**config.mk**
```make
export PLATFORM = sky130hd
export DESIGN_NAME = length_prefixed_frame_deframer
export DESIGN_NICKNAME = d
export VERILOG_FILES = /design/src/hw/rtl/lpfd_pkg.sv /design/src/hw/rtl/lpfd_core.sv /design/src/hw/rtl/length_prefixed_frame_deframer.sv
export VERILOG_INCLUDE_DIRS = /design/src /design/src/hw/rtl
export SDC_FILE = /design/constraint.sdc
export NUM_CORES = 1
export LEC_CHECK = 0
export BUFFER_PORTS_ARGS = -buffer_cell sky130_fd_sc_hd__buf_2
export CAP_MARGIN = 0
export CORE_ASPECT_RATIO = 0.5
export CORE_MARGIN = 8
export CORE_UTILIZATION = 50
export CTS_CLUSTER_SIZE = 40
export DETAILED_ROUTE_END_ITERATION = 7
export HOLD_SLACK_MARGIN = 0.12
export PLACE_DENSITY_LB_ADDON = 0.2
export RECOVER_POWER = 50
export SETUP_SLACK_MARGIN = 0.4
export SYNTH_ARGS = -nofsm -noshare
export SYNTH_HDL_FRONTEND = slang
export SYNTH_SLANG_ARGS = --single-unit
```
**constraint.sdc**
```tcl
create_clock -name clk -period 4.8 [get_ports clk]
set_input_delay 0.96 -clock clk [delete_from_list [all_inputs] [get_ports clk]]
set_output_delay 0.96 -clock clk [all_outputs]
set_load 0.1 [all_outputs]
```
**src/hw/rtl/length_prefixed_frame_deframer_assert.svh**
```systemverilog
// Assertion macros used by the deframer core RTL.
`ifndef LENGTH_PREFIXED_FRAME_DEFRAMER_ASSERT_SVH
`define LENGTH_PREFIXED_FRAME_DEFRAMER_ASSERT_SVH

// Same-cycle implication, sampled on clk, off while in reset.
`define LPFD_ASSERT_NOW(label, ante, cons, msg) \
	label: assert property (@(posedge clk) disable iff (!arst_n) (ante) |-> (cons)) \
		else $error(msg);

// Next-cycle implication, sampled on clk, off while in reset.
`define LPFD_ASSERT_NEXT(label, ante, cons, msg) \
	label: assert property (@(posedge clk) disable iff (!arst_n) (ante) |=> (cons)) \
		else $error(msg);

`endif

```
**src/hw/rtl/lpfd_pkg.sv**
```systemverilog
// Types and constants for the sync-word length-prefixed deframer.
`timescale 1ns / 1ps

package lpfd_pkg;

	localparam int BYTE_W = 8;
	localparam int LEN_W  = 16;
	localparam int CNT_W  = 32;

	// Register reset values
	localparam logic [BYTE_W-1:0] SYNC_FIRST_RST  = 8'd148;
	localparam logic [BYTE_W-1:0] SYNC_SECOND_RST = 8'd195;
	localparam logic [LEN_W-1:0]  MAX_LENGTH_RST  = 16'd512;

	// Register indexes on the config port
	localparam logic [1:0] CFG_SYNC_FIRST  = 2'd0;
	localparam logic [1:0] CFG_SYNC_SECOND = 2'd1;
	localparam logic [1:0] CFG_MAX_LENGTH  = 2'd2;

	// Per-byte event code
	typedef enum logic [1:0] {
		EV_HEADER   = 2'd0,
		EV_PAYLOAD  = 2'd1,
		EV_SYNC_ERR = 2'd2,
		EV_LEN_ERR  = 2'd3
	} event_t;

	// Configuration registers as seen by the parser
	typedef struct packed {
		logic [BYTE_W-1:0] sync_first;
		logic [BYTE_W-1:0] sync_second;
		logic [LEN_W-1:0]  max_length;
	} cfg_t;

	// One result item
	typedef struct packed {
		event_t            ev;
		logic [BYTE_W-1:0] payload_byte;
		logic [LEN_W-1:0]  frame_length;
		logic              last_of_frame;
		logic [CNT_W-1:0]  sync_error_count;
		logic [CNT_W-1:0]  length_error_count;
	} res_t;

endpackage

```
**src/hw/rtl/lpfd_core.sv**
```systemverilog
// Header parser, payload tracker and error counters of the deframer.
`timescale 1ns / 1ps
`include "length_prefixed_frame_deframer_assert.svh"

module lpfd_core
	import lpfd_pkg::*;
(
	input  logic              clk,
	input  logic              arst_n,
	input  logic              step,
	input  logic [BYTE_W-1:0] rx_byte,
	input  cfg_t              cfg,
	output res_t              res
);

	typedef enum logic [4:0] {
		ST_HUNT1   = 5'b00001,
		ST_HUNT2   = 5'b00010,
		ST_LEN_HI  = 5'b00100,
		ST_LEN_LO  = 5'b01000,
		ST_PAYLOAD = 5'b10000
	} state_t;

	state_t            state_q, state_d;
	logic [BYTE_W-1:0] length_high_q, length_high_d;
	logic [LEN_W-1:0]  payload_length_q, payload_length_d;
	logic [LEN_W-1:0]  payload_index_q, payload_index_d;
	logic [CNT_W-1:0]  sync_errors_q, sync_errors_d;
	logic [CNT_W-1:0]  length_errors_q, length_errors_d;
	logic [LEN_W-1:0]  len_word;
	logic [LEN_W-1:0]  index_inc;

	assign len_word  = {length_high_q, rx_byte};
	assign index_inc = payload_index_q + LEN_W'(1);

	// Next state and result for the byte at hand
	always_comb begin
		state_d          = state_q;
		length_high_d    = length_high_q;
		payload_length_d = payload_length_q;
		payload_index_d  = payload_index_q;
		sync_errors_d    = sync_errors_q;
		length_errors_d  = length_errors_q;
		res.ev            = EV_HEADER;
		res.payload_byte  = '0;
		res.frame_length  = '0;
		res.last_of_frame = 1'b0;
		unique case (state_q)
			ST_HUNT1: begin
				if (rx_byte == cfg.sync_first) begin
					state_d = ST_HUNT2;
				end else begin
					sync_errors_d = sync_errors_q + CNT_W'(1);
					res.ev        = EV_SYNC_ERR;
				end
			end
			ST_HUNT2: begin
				// a mismatching byte is dropped, not retried as a first sync byte
				if (rx_byte == cfg.sync_second) begin
					state_d = ST_LEN_HI;
				end else begin
					sync_errors_d = sync_errors_q + CNT_W'(1);
					res.ev        = EV_SYNC_ERR;
					state_d       = ST_HUNT1;
				end
			end
			ST_LEN_HI: begin
				length_high_d = rx_byte;
				state_d       = ST_LEN_LO;
			end
			ST_LEN_LO: begin
				payload_index_d = '0;
				if (len_word == '0 || len_word > cfg.max_length) begin
					length_errors_d  = length_errors_q + CNT_W'(1);
					res.ev           = EV_LEN_ERR;
					payload_length_d = '0;
					state_d          = ST_HUNT1;
				end else begin
					payload_length_d = len_word;
					state_d          = ST_PAYLOAD;
				end
			end
			ST_PAYLOAD: begin
				res.ev           = EV_PAYLOAD;
				res.payload_byte = rx_byte;
				res.frame_length = payload_length_q;
				payload_index_d  = index_inc;
				if (index_inc >= payload_length_q) begin
					res.last_of_frame = 1'b1;
					payload_index_d   = '0;
					payload_length_d  = '0;
					state_d           = ST_HUNT1;
				end
			end
			default: begin
				state_d = ST_HUNT1;
			end
		endcase
		res.sync_error_count   = sync_errors_d;
		res.length_error_count = length_errors_d;
	end

	// State registers, updated once per processed byte
	always_ff @(posedge clk or negedge arst_n) begin
		if (!arst_n) begin
			state_q          <= ST_HUNT1;
			length_high_q    <= '0;
			payload_length_q <= '0;
			payload_index_q  <= '0;
			sync_errors_q    <= '0;
			length_errors_q  <= '0;
		end else if (step) begin
			state_q          <= state_d;
			length_high_q    <= length_high_d;
			payload_length_q <= payload_length_d;
			payload_index_q  <= payload_index_d;
			sync_errors_q    <= sync_errors_d;
			length_errors_q  <= length_errors_d;
		end
	end

	`LPFD_ASSERT_NOW(a_index_below_length, state_q == ST_PAYLOAD, payload_index_q < payload_length_q, "payload index reached frame length")
	`LPFD_ASSERT_NEXT(a_last_back_to_hunt, step && res.last_of_frame, state_q == ST_HUNT1 && payload_index_q == '0, "no return to hunt after last byte")
	`LPFD_ASSERT_NEXT(a_sync_err_count, step && res.ev == EV_SYNC_ERR, sync_errors_q == $past(sync_errors_q) + CNT_W'(1) && length_errors_q == $past(length_errors_q), "sync error not counted once")
	`LPFD_ASSERT_NEXT(a_len_err_count, step && res.ev == EV_LEN_ERR, length_errors_q == $past(length_errors_q) + CNT_W'(1) && sync_errors_q == $past(sync_errors_q), "length error not counted once")

endmodule

```
**src/hw/rtl/length_prefixed_frame_deframer.sv**
```systemverilog
// Top level of the sync-word length-prefixed deframer.
//
//  channel | signals                                  | handshake
//  --------+------------------------------------------+----------------------------
//  rx      | rx_byte                                  | rx_valid / rx_stall
//  res     | event_res payload_byte frame_length      | res_valid / res_stall
//          | last_of_frame sync_error_count           |
//          | length_error_count                       |
//  cfg     | cfg_index cfg_data                       | cfg_valid / cfg_ready (always 1)
//
// One byte per cycle sustained while res_stall is low; path: input register, result register.
// Each byte passes one compare-and-count step between the two registers.
// Reset clears the parser state, counters and valid flags; registers return to defaults.
// A held result stalls a filled input register, which raises rx_stall in the same cycle.
`timescale 1ns / 1ps

module length_prefixed_frame_deframer
	import lpfd_pkg::*;
(
	input  logic              clk,
	input  logic              arst_n,
	input  logic              rx_valid,
	output logic              rx_stall,
	input  logic [BYTE_W-1:0] rx_byte,
	output logic              res_valid,
	input  logic              res_stall,
	output logic [1:0]        event_res,
	output logic [BYTE_W-1:0] payload_byte,
	output logic [LEN_W-1:0]  frame_length,
	output logic              last_of_frame,
	output logic [CNT_W-1:0]  sync_error_count,
	output logic [CNT_W-1:0]  length_error_count,
	input  logic              cfg_valid,
	output logic              cfg_ready,
	input  logic [1:0]        cfg_index,
	input  logic [LEN_W-1:0]  cfg_data
);

	cfg_t              cfg_q;
	logic              valid_s1;
	logic [BYTE_W-1:0] byte_s1;
	logic              valid_s2;
	res_t              res_s2;
	res_t              res_next;
	logic              advance;

	// Configuration registers; an unknown index is ignored
	assign cfg_ready = 1'b1;

	always_ff @(posedge clk or negedge arst_n) begin
		if (!arst_n) begin
			cfg_q.sync_first  <= SYNC_FIRST_RST;
			cfg_q.sync_second <= SYNC_SECOND_RST;
			cfg_q.max_length  <= MAX_LENGTH_RST;
		end else if (cfg_valid && cfg_ready) begin
			if (cfg_index == CFG_SYNC_FIRST) begin
				cfg_q.sync_first <= cfg_data[BYTE_W-1:0];
			end
			if (cfg_index == CFG_SYNC_SECOND) begin
				cfg_q.sync_second <= cfg_data[BYTE_W-1:0];
			end
			if (cfg_index == CFG_MAX_LENGTH) begin
				cfg_q.max_length <= cfg_data;
			end
		end
	end

	// Byte moves to the result register when that register is free or drained
	assign advance  = valid_s1 && (!valid_s2 || !res_stall);
	assign rx_stall = valid_s1 && !advance;

	// Input register
	always_ff @(posedge clk or negedge arst_n) begin
		if (!arst_n) begin
			valid_s1 <= 1'b0;
		end else if (!rx_stall) begin
			valid_s1 <= rx_valid;
		end
	end

	always_ff @(posedge clk) begin
		if (!rx_stall && rx_valid) begin
			byte_s1 <= rx_byte;
		end
	end

	lpfd_core u_core (
		.clk     (clk),
		.arst_n  (arst_n),
		.step    (advance),
		.rx_byte (byte_s1),
		.cfg     (cfg_q),
		.res     (res_next)
	);

	// Result register
	always_ff @(posedge clk or negedge arst_n) begin
		if (!arst_n) begin
			valid_s2 <= 1'b0;
		end else if (advance) begin
			valid_s2 <= 1'b1;
		end else if (!res_stall) begin
			valid_s2 <= 1'b0;
		end
	end

	always_ff @(posedge clk) begin
		if (advance) begin
			res_s2 <= res_next;
		end
	end

	assign res_valid          = valid_s2;
	assign event_res          = res_s2.ev;
	assign payload_byte       = res_s2.payload_byte;
	assign frame_length       = res_s2.frame_length;
	assign last_of_frame      = res_s2.last_of_frame;
	assign sync_error_count   = res_s2.sync_error_count;
	assign length_error_count = res_s2.length_error_count;

endmodule
```
==> results of run 1 <==
[layout by cell type (no fill, tap or decap), types with 5 or more instances in the layout]
master | netlist | layout
a21oi_1 | 14 | 14
buf_4 | 1 | 7
nor3_1 | 17 | 17
nand3_1 | 47 | 47
inv_1 | 59 | 58
buf_2 | 9 | 52
o31ai_1 | 29 | 29
xnor2_1 | 84 | 84
dfstp_2 | 9 | 8
nor2_1 | 88 | 88
nor4_1 | 12 | 12
nand4_1 | 27 | 27
a22o_1 | 9 | 9
or3_1 | 5 | 5
clkbuf_1 | 24 | 77
edfxtp_1 | 99 | 99
nand2b_1 | 7 | 7
dfrtp_1 | 134 | 134
and2_1 | 14 | 12
clkbuf_16 | 0 | 25
ha_1 | 35 | 35
nor2b_1 | 6 | 6
mux2_2 | 36 | 36
nand2_1 | 98 | 98
and3_1 | 21 | 21
xor2_1 | 50 | 50
o21ai_0 | 56 | 55
[where the power goes]
part	leakage (nW)	internal [mW]	switching [mW]
Sequential	2.79	2.39	0.158
Combinational	2.39	0.331	1.06
Clock	0.384	1.06	0.772
Total	5.57	3.79	1.99
[how the worst min path moves through the flow]
stage	startpoint	cells after the start	to	slack, ns
after floorplan	u_core.sync_errors_q[22]	1	u_core.sync_errors_q[22]	0.45
after global placement	u_core.sync_errors_q[22]	1	u_core.sync_errors_q[22]	0.46
after detailed placement	u_core.payload_length_q[9]	2	u_core.payload_length_q[9]	0.47
after CTS	u_core.payload_length_q[9]	2	u_core.payload_length_q[9]	0.49
after global routing	u_core.payload_length_q[1]	2	u_core.payload_length_q[1]	0.51
final	u_core.payload_length_q[9]	2	u_core.payload_length_q[9]	0.49
[sequential cells by signal (all words and copies together), names as in the netlist]
name and cells:
payload_byte 8, u_core.payload_length_q 16, valid_s1 1, u_core.length_high_q 8
u_core.length_errors_q 32, byte_s1 8, frame_length 16, cfg_q 32
sync_error_count 32, last_of_frame 1, u_core.state_q 5, res_valid 1
u_core.payload_index_q 16, u_core.sync_errors_q 32, length_error_count 32, event_res 2
[critical path, stage by stage, from the launching register on]
cell	delay, ns
dfrtp_1	0.44
ha_1	0.22
nand3_1	0.11
or2_2	0.39
nor3_1	0.35
xor2_1	0.22
ha_1	0.27
o21ai_0	0.18
nor2_1	0.06
or3_1	0.35
a211o_1	0.32
or2_0	0.45
nand2_1	0.28
mux2_2	0.36
[per-stage QoR]
stage | instance area (sq um) | hold slack [ns] | utilization [%] | cells
final | 13280 | 0.4861 | 57.92 | 1494
after global routing | 13280 | 0.5068 | 57.92 | 1494
after CTS | 13390 | 0.4874 | 58.39 | 1494
after detailed placement | 12620 | 0.4727 | 55.03 | 1452
after global placement | 12620 | 0.4604 | 55.03 | 1452
after floorplan | 11750 | 0.4465 | - | 1055
[kinds of logic after synthesis]
group / after synthesis / synth area share, %
XOR/XNOR: 134 / 9.989
buffers and inverters: 103 / 3.876
flip-flops: 242 / 55.86
other: 1 / 0.03192
multiplexers: 36 / 3.450
adder cells (fa/ha/maj): 35 / 3.727
AO/OA/AOI/OAI: 136 / 7.434
AND/OR/NAND/NOR: 368 / 15.63
[metal layers]
metal / GRT usage (%) / share of wire [%] / wire length, um
met1: 24.16 / 46 / 11860
met2: 27.70 / 46 / 11910
met3: 3.911 / 5.8 / 1503
met4: 4.103 / 1.8 / 470
met5: 0 / 0 / 0
[layout make-up]
cell class	count	area share, %
Inverter	59	1.686
Clock inverter	10	0.5934
Timing Repair Buffer	134	4.484
Clock buffer	32	5.209
Tap cell	307	2.892
Multi-Input combinational cell	710	35.73
Sequential cell	242	49.41
==> results.cfg, run 1 <==
[final_layout]
fin_nets = 1236
nFillCells = 1972
multi_input_area_sq_mm = 0.004746
regArea_sq_mm = 0.006563
drive_above_1_share_pct = 13.23
antenna_cells = 0
areaGrowthSynthToFinish_pct = 13.06

[synthesis]
synth-main-ff-cell = dfrtp_1
async_flop_share_pct = 59.09
ys_types = 60
ys_seq_area_share_pct = 55.86
ys_top_cells_by_count = dfrtp_1, edfxtp_1, nand2_1, nor2_1, xnor2_1
yosys.area.top_type = dfrtp_1
postSynthAreaPerCell_sq_um = 11.14
syn-num-nets = 1121
synth-edff-count = 99
synth_warnings = 0
ys_top_cells_by_area = dfrtp_1, edfxtp_1, xnor2_1, ha_1, xor2_1
netlist_area_sq_mm = 0.01175
yosysTopAreaCellShare_pct = 28.54
syn_inst = 1055
ys_ff_latch = 242
synth.most_common_cell = dfrtp_1

[setup_path]
r2r_end = u_core.state_q[2]
start_kind = flip-flop
timing.rr.start = u_core.payload_index_q[0]
end_kind = flip-flop
worst-r2r-setup-slack_ns = 0.68
crit_start = u_core.payload_index_q[0]
ff2ff_path_depth = 13
path_class = flip-flop to flip-flop
cp-endpoint = u_core.state_q[2]
cp_data_arrival_time_ns = 4.52
critPathMaxFanout = 9
cp_data_required_time_ns = 5.20

[pwr]
powerDensity_mw_per_mm2 = 435.4
ir_drop_v = 0.0002642
p_leak_nw = 5.565
p_total_mw = 5.783

[clock_tree]
clock-sinks = 242
clk_pin_slew_ns = 0.07
postCtsSetupBuffers = 0
htreeDepth = 1
clk_latency_ns = 0.52
cts_tree = done
cts_buffer_depth = 3
numCtsBuffers = 23
root_buffer = clkbuf_16
cts_resized = 0
hold_buffers = 0

[floorplanning]
fp.dieArea_sq_mm = 0.02896
pin_count = 125
rows = 39
die_w_um = 232.8
die_y_um = 124.4
coreArea_sq_mm = 0.02293
initial_utilization_pct = 51.23

[drt]
via_per_inst = 5.495
remaining_drc_errors = 0
vias = 8209
drtIter0Drc = 711
wl_per_cell_um = 17.23
detail-route-antenna-nets = 0
firstDrtPassIters = 5
routed_wl_mm = 25.74

[timing]
final_critical_path_setup_slack_ns = 0.6783
slew_viol_final = 122
clock_skew_ns = 0.01625
finalHoldViolations = 0
rsz0062_at_grt = false
fmax_mhz = 242.6
period_minus_slack_ns = 4.122
tns_ns = 0
final-setup-viol-count = 0
tightestPinTransition_ns = 2.283
fin_crit_sh_pct = 85.87
slew_headroom_pct = -52.20

[placed_design]
io_buffers = 123
gp_congestion = 0.8729
place_ws_ns = 0.7617
dp_hpwl_mm = 18.23

[grt]
grt_max_degree = 88
grtUsageTotal_pct = 17.46
grt.overflow.total = 0
antenna_found_initial = 0
grt_pass1_wl_mm = 42.06
grt_pass1_vias = 8209

[status]
status = finished with violations
violations = max-capacitance violations, max-slew violations

[job]
maxCapViolCount = 2

[hold_path]
hold_path_class = flip-flop to flip-flop
Power figures use the tool's default switching activity.
==> inputs of run 2 (changes only) <==
Settings changed: CELL_PAD_IN_SITES_DETAIL_PLACEMENT from default to 1, CELL_PAD_IN_SITES_GLOBAL_PLACEMENT from default to 2, CORE_UTILIZATION 50 to 39.
==> results.cfg, run 2 (synthesis results as in run 1) <==
[grt]
grt.overflow.total = 0
grt_pass1_wl_mm = 48.46
grt_max_degree = 111
grt_pass1_vias = 8974
antenna_found_initial = 0
grtUsageTotal_pct = 16.37

[timing]
rsz0062_at_grt = false
fin_crit_sh_pct = 86.41
fmax_mhz = 241.1
slew_viol_final = 128
period_minus_slack_ns = 4.148
slew_headroom_pct = -80.87
tightestPinTransition_ns = 2.713
tns_ns = 0
finalHoldViolations = 0
clock_skew_ns = 0.02692
final-setup-viol-count = 0

[final_layout]
mostFrequentLayoutCell = dfrtp_1
design_area_sq_mm = 0.01352
layout_common_cells = dfrtp_1, buf_2, edfxtp_1, nand2_1, nor2_1
fin_nets = 1240
drive_above_1_share_pct = 18.96
areaGrowthSynthToFinish_pct = 15.04
antenna_cells = 0

[floorplanning]
initial_utilization_pct = 39.15
die_w_um = 261.5
coreArea_sq_mm = 0.03001
rows = 45
die_y_um = 138.7
fp.dieArea_sq_mm = 0.03627
pin_count = 125

[clock_tree]
cts_tree = done
clk_latency_ns = 0.54
postCtsSetupBuffers = 0
root_buffer = clkbuf_16
cts_resized = 0
numCtsBuffers = 24
clk_pin_slew_ns = 0.07
clock-sinks = 242
hold_buffers = 0
cts_buffer_depth = 3
htreeDepth = 1

[setup_path]
ff2ff_path_depth = 13
critPathMaxFanout = 32
r2r_end = u_core.state_q[2]
worst-r2r-setup-slack_ns = 0.71
path_class = primary input to flip-flop
cp_data_required_time_ns = 5.21
timing.rr.start = u_core.payload_index_q[0]
end_kind = flip-flop
cp_data_arrival_time_ns = 4.56
start_kind = primary input

[hold_path]
hold_path_class = flip-flop to flip-flop
holdPathEnd = u_core.sync_errors_q[22]
hold_path_depth = 1
hold_start = u_core.sync_errors_q[22]

[status]
status = finished with violations
violations = max-capacitance violations, max-slew violations

[drt]
firstDrtPassIters = 4
vias = 8257
remaining_drc_errors = 0
detail-route-antenna-nets = 0
routed_wl_mm = 29.84
via_per_inst = 5.190
drtIter0Drc = 431
wl_per_cell_um = 18.76

[pwr]
powerDensity_mw_per_mm2 = 435.3
ir_drop_v = 0.0002612
p_leak_nw = 5.774

[placed_design]
post_dp_cell_area_sq_mm = 0.01277
io_buffers = 123
gp_congestion = 0.7777
dp_hpwl_mm = 20.75

[job]
maxCapViolCount = 2
[run 2: cell types whose count changed in the layout (fill, tap and decap cells not counted), moves of 2 or more]
| cell | delta |
|---|---|
| buf_2 | +67 |
| clkinv_1 | -3 |
| clkinvlp_4 | +2 |
| clkinv_2 | -2 |
| clkbuf_8 | +2 |
| clkbuf_1 | -61 |
[run 2: worst max-delay path, stage by stage]
cell	delay, ns
clkbuf_1	0.10
nand2_1	0.08
nand2_1	0.07
clkbuf_1	0.68
clkinvlp_2	1.03
nand2_1	0.87
o21bai_2	0.24
buf_4	0.33
nand2_1	0.10
o31ai_1	0.08
[run 2: layout make-up]
type	instances	area [sq um]
fill	3259	16490
sequential	242	6563
multi-input combinational	710	4748
clock buffer	39	738.2
timing repair buffer	137	710.7
tap	399	499.2
inverter	59	222.7
clock inverter	5	33.78
[run 2: worst max path at each step]
stage                                    from                         end  slack, ns  cells after the start
finish                              res_stall  u_core.payload_length_q[7]       0.65                     10
global route                        res_stall  u_core.payload_length_q[9]       0.28                     10
CTS                 u_core.payload_index_q[0]           u_core.state_q[2]       0.48                     12
detailed placement  u_core.payload_index_q[0]           u_core.state_q[2]       0.52                     12
global placement    u_core.payload_index_q[0]           u_core.state_q[2]       0.72                     12
floorplan           u_core.payload_index_q[0]           u_core.state_q[2]       1.21                     15
[run 2: through the flow]
| step | instances | worst slack (ns) | util (%) | hold WS (ns) | total power, mW |
|---|---|---|---|---|---|
| CTS | 1591 | 0.4840 | 45.14 | 0.4847 | 5.968 |
| floorplan | 1055 | 1.208 | - | 0.4465 | 3.673 |
| global route | 1591 | 0.2841 | 45.04 | 0.4980 | 6.142 |
| finish | 1591 | 0.6524 | 45.04 | 0.4805 | 5.884 |
| global placement | 1547 | 0.7227 | 42.56 | 0.4622 | 4.042 |
| detailed placement | 1547 | 0.5218 | 42.56 | 0.4733 | 4.075 |
[run 2: report_power, final]
part           internal, mW  total (mW)  switching (mW)  leakage [nW]
logic                 0.361        1.46            1.10          2.61
clock network          1.05        1.87           0.815         0.373
registers              2.39        2.55           0.160          2.79
[run 2: per-layer routing]
metal | share of wire (%) | GRT usage (%)
met1 | 46 | 21.68
met2 | 48 | 27.79
met3 | 3.1 | 2.852
met4 | 2.2 | 3.662
met5 | 0 | 0
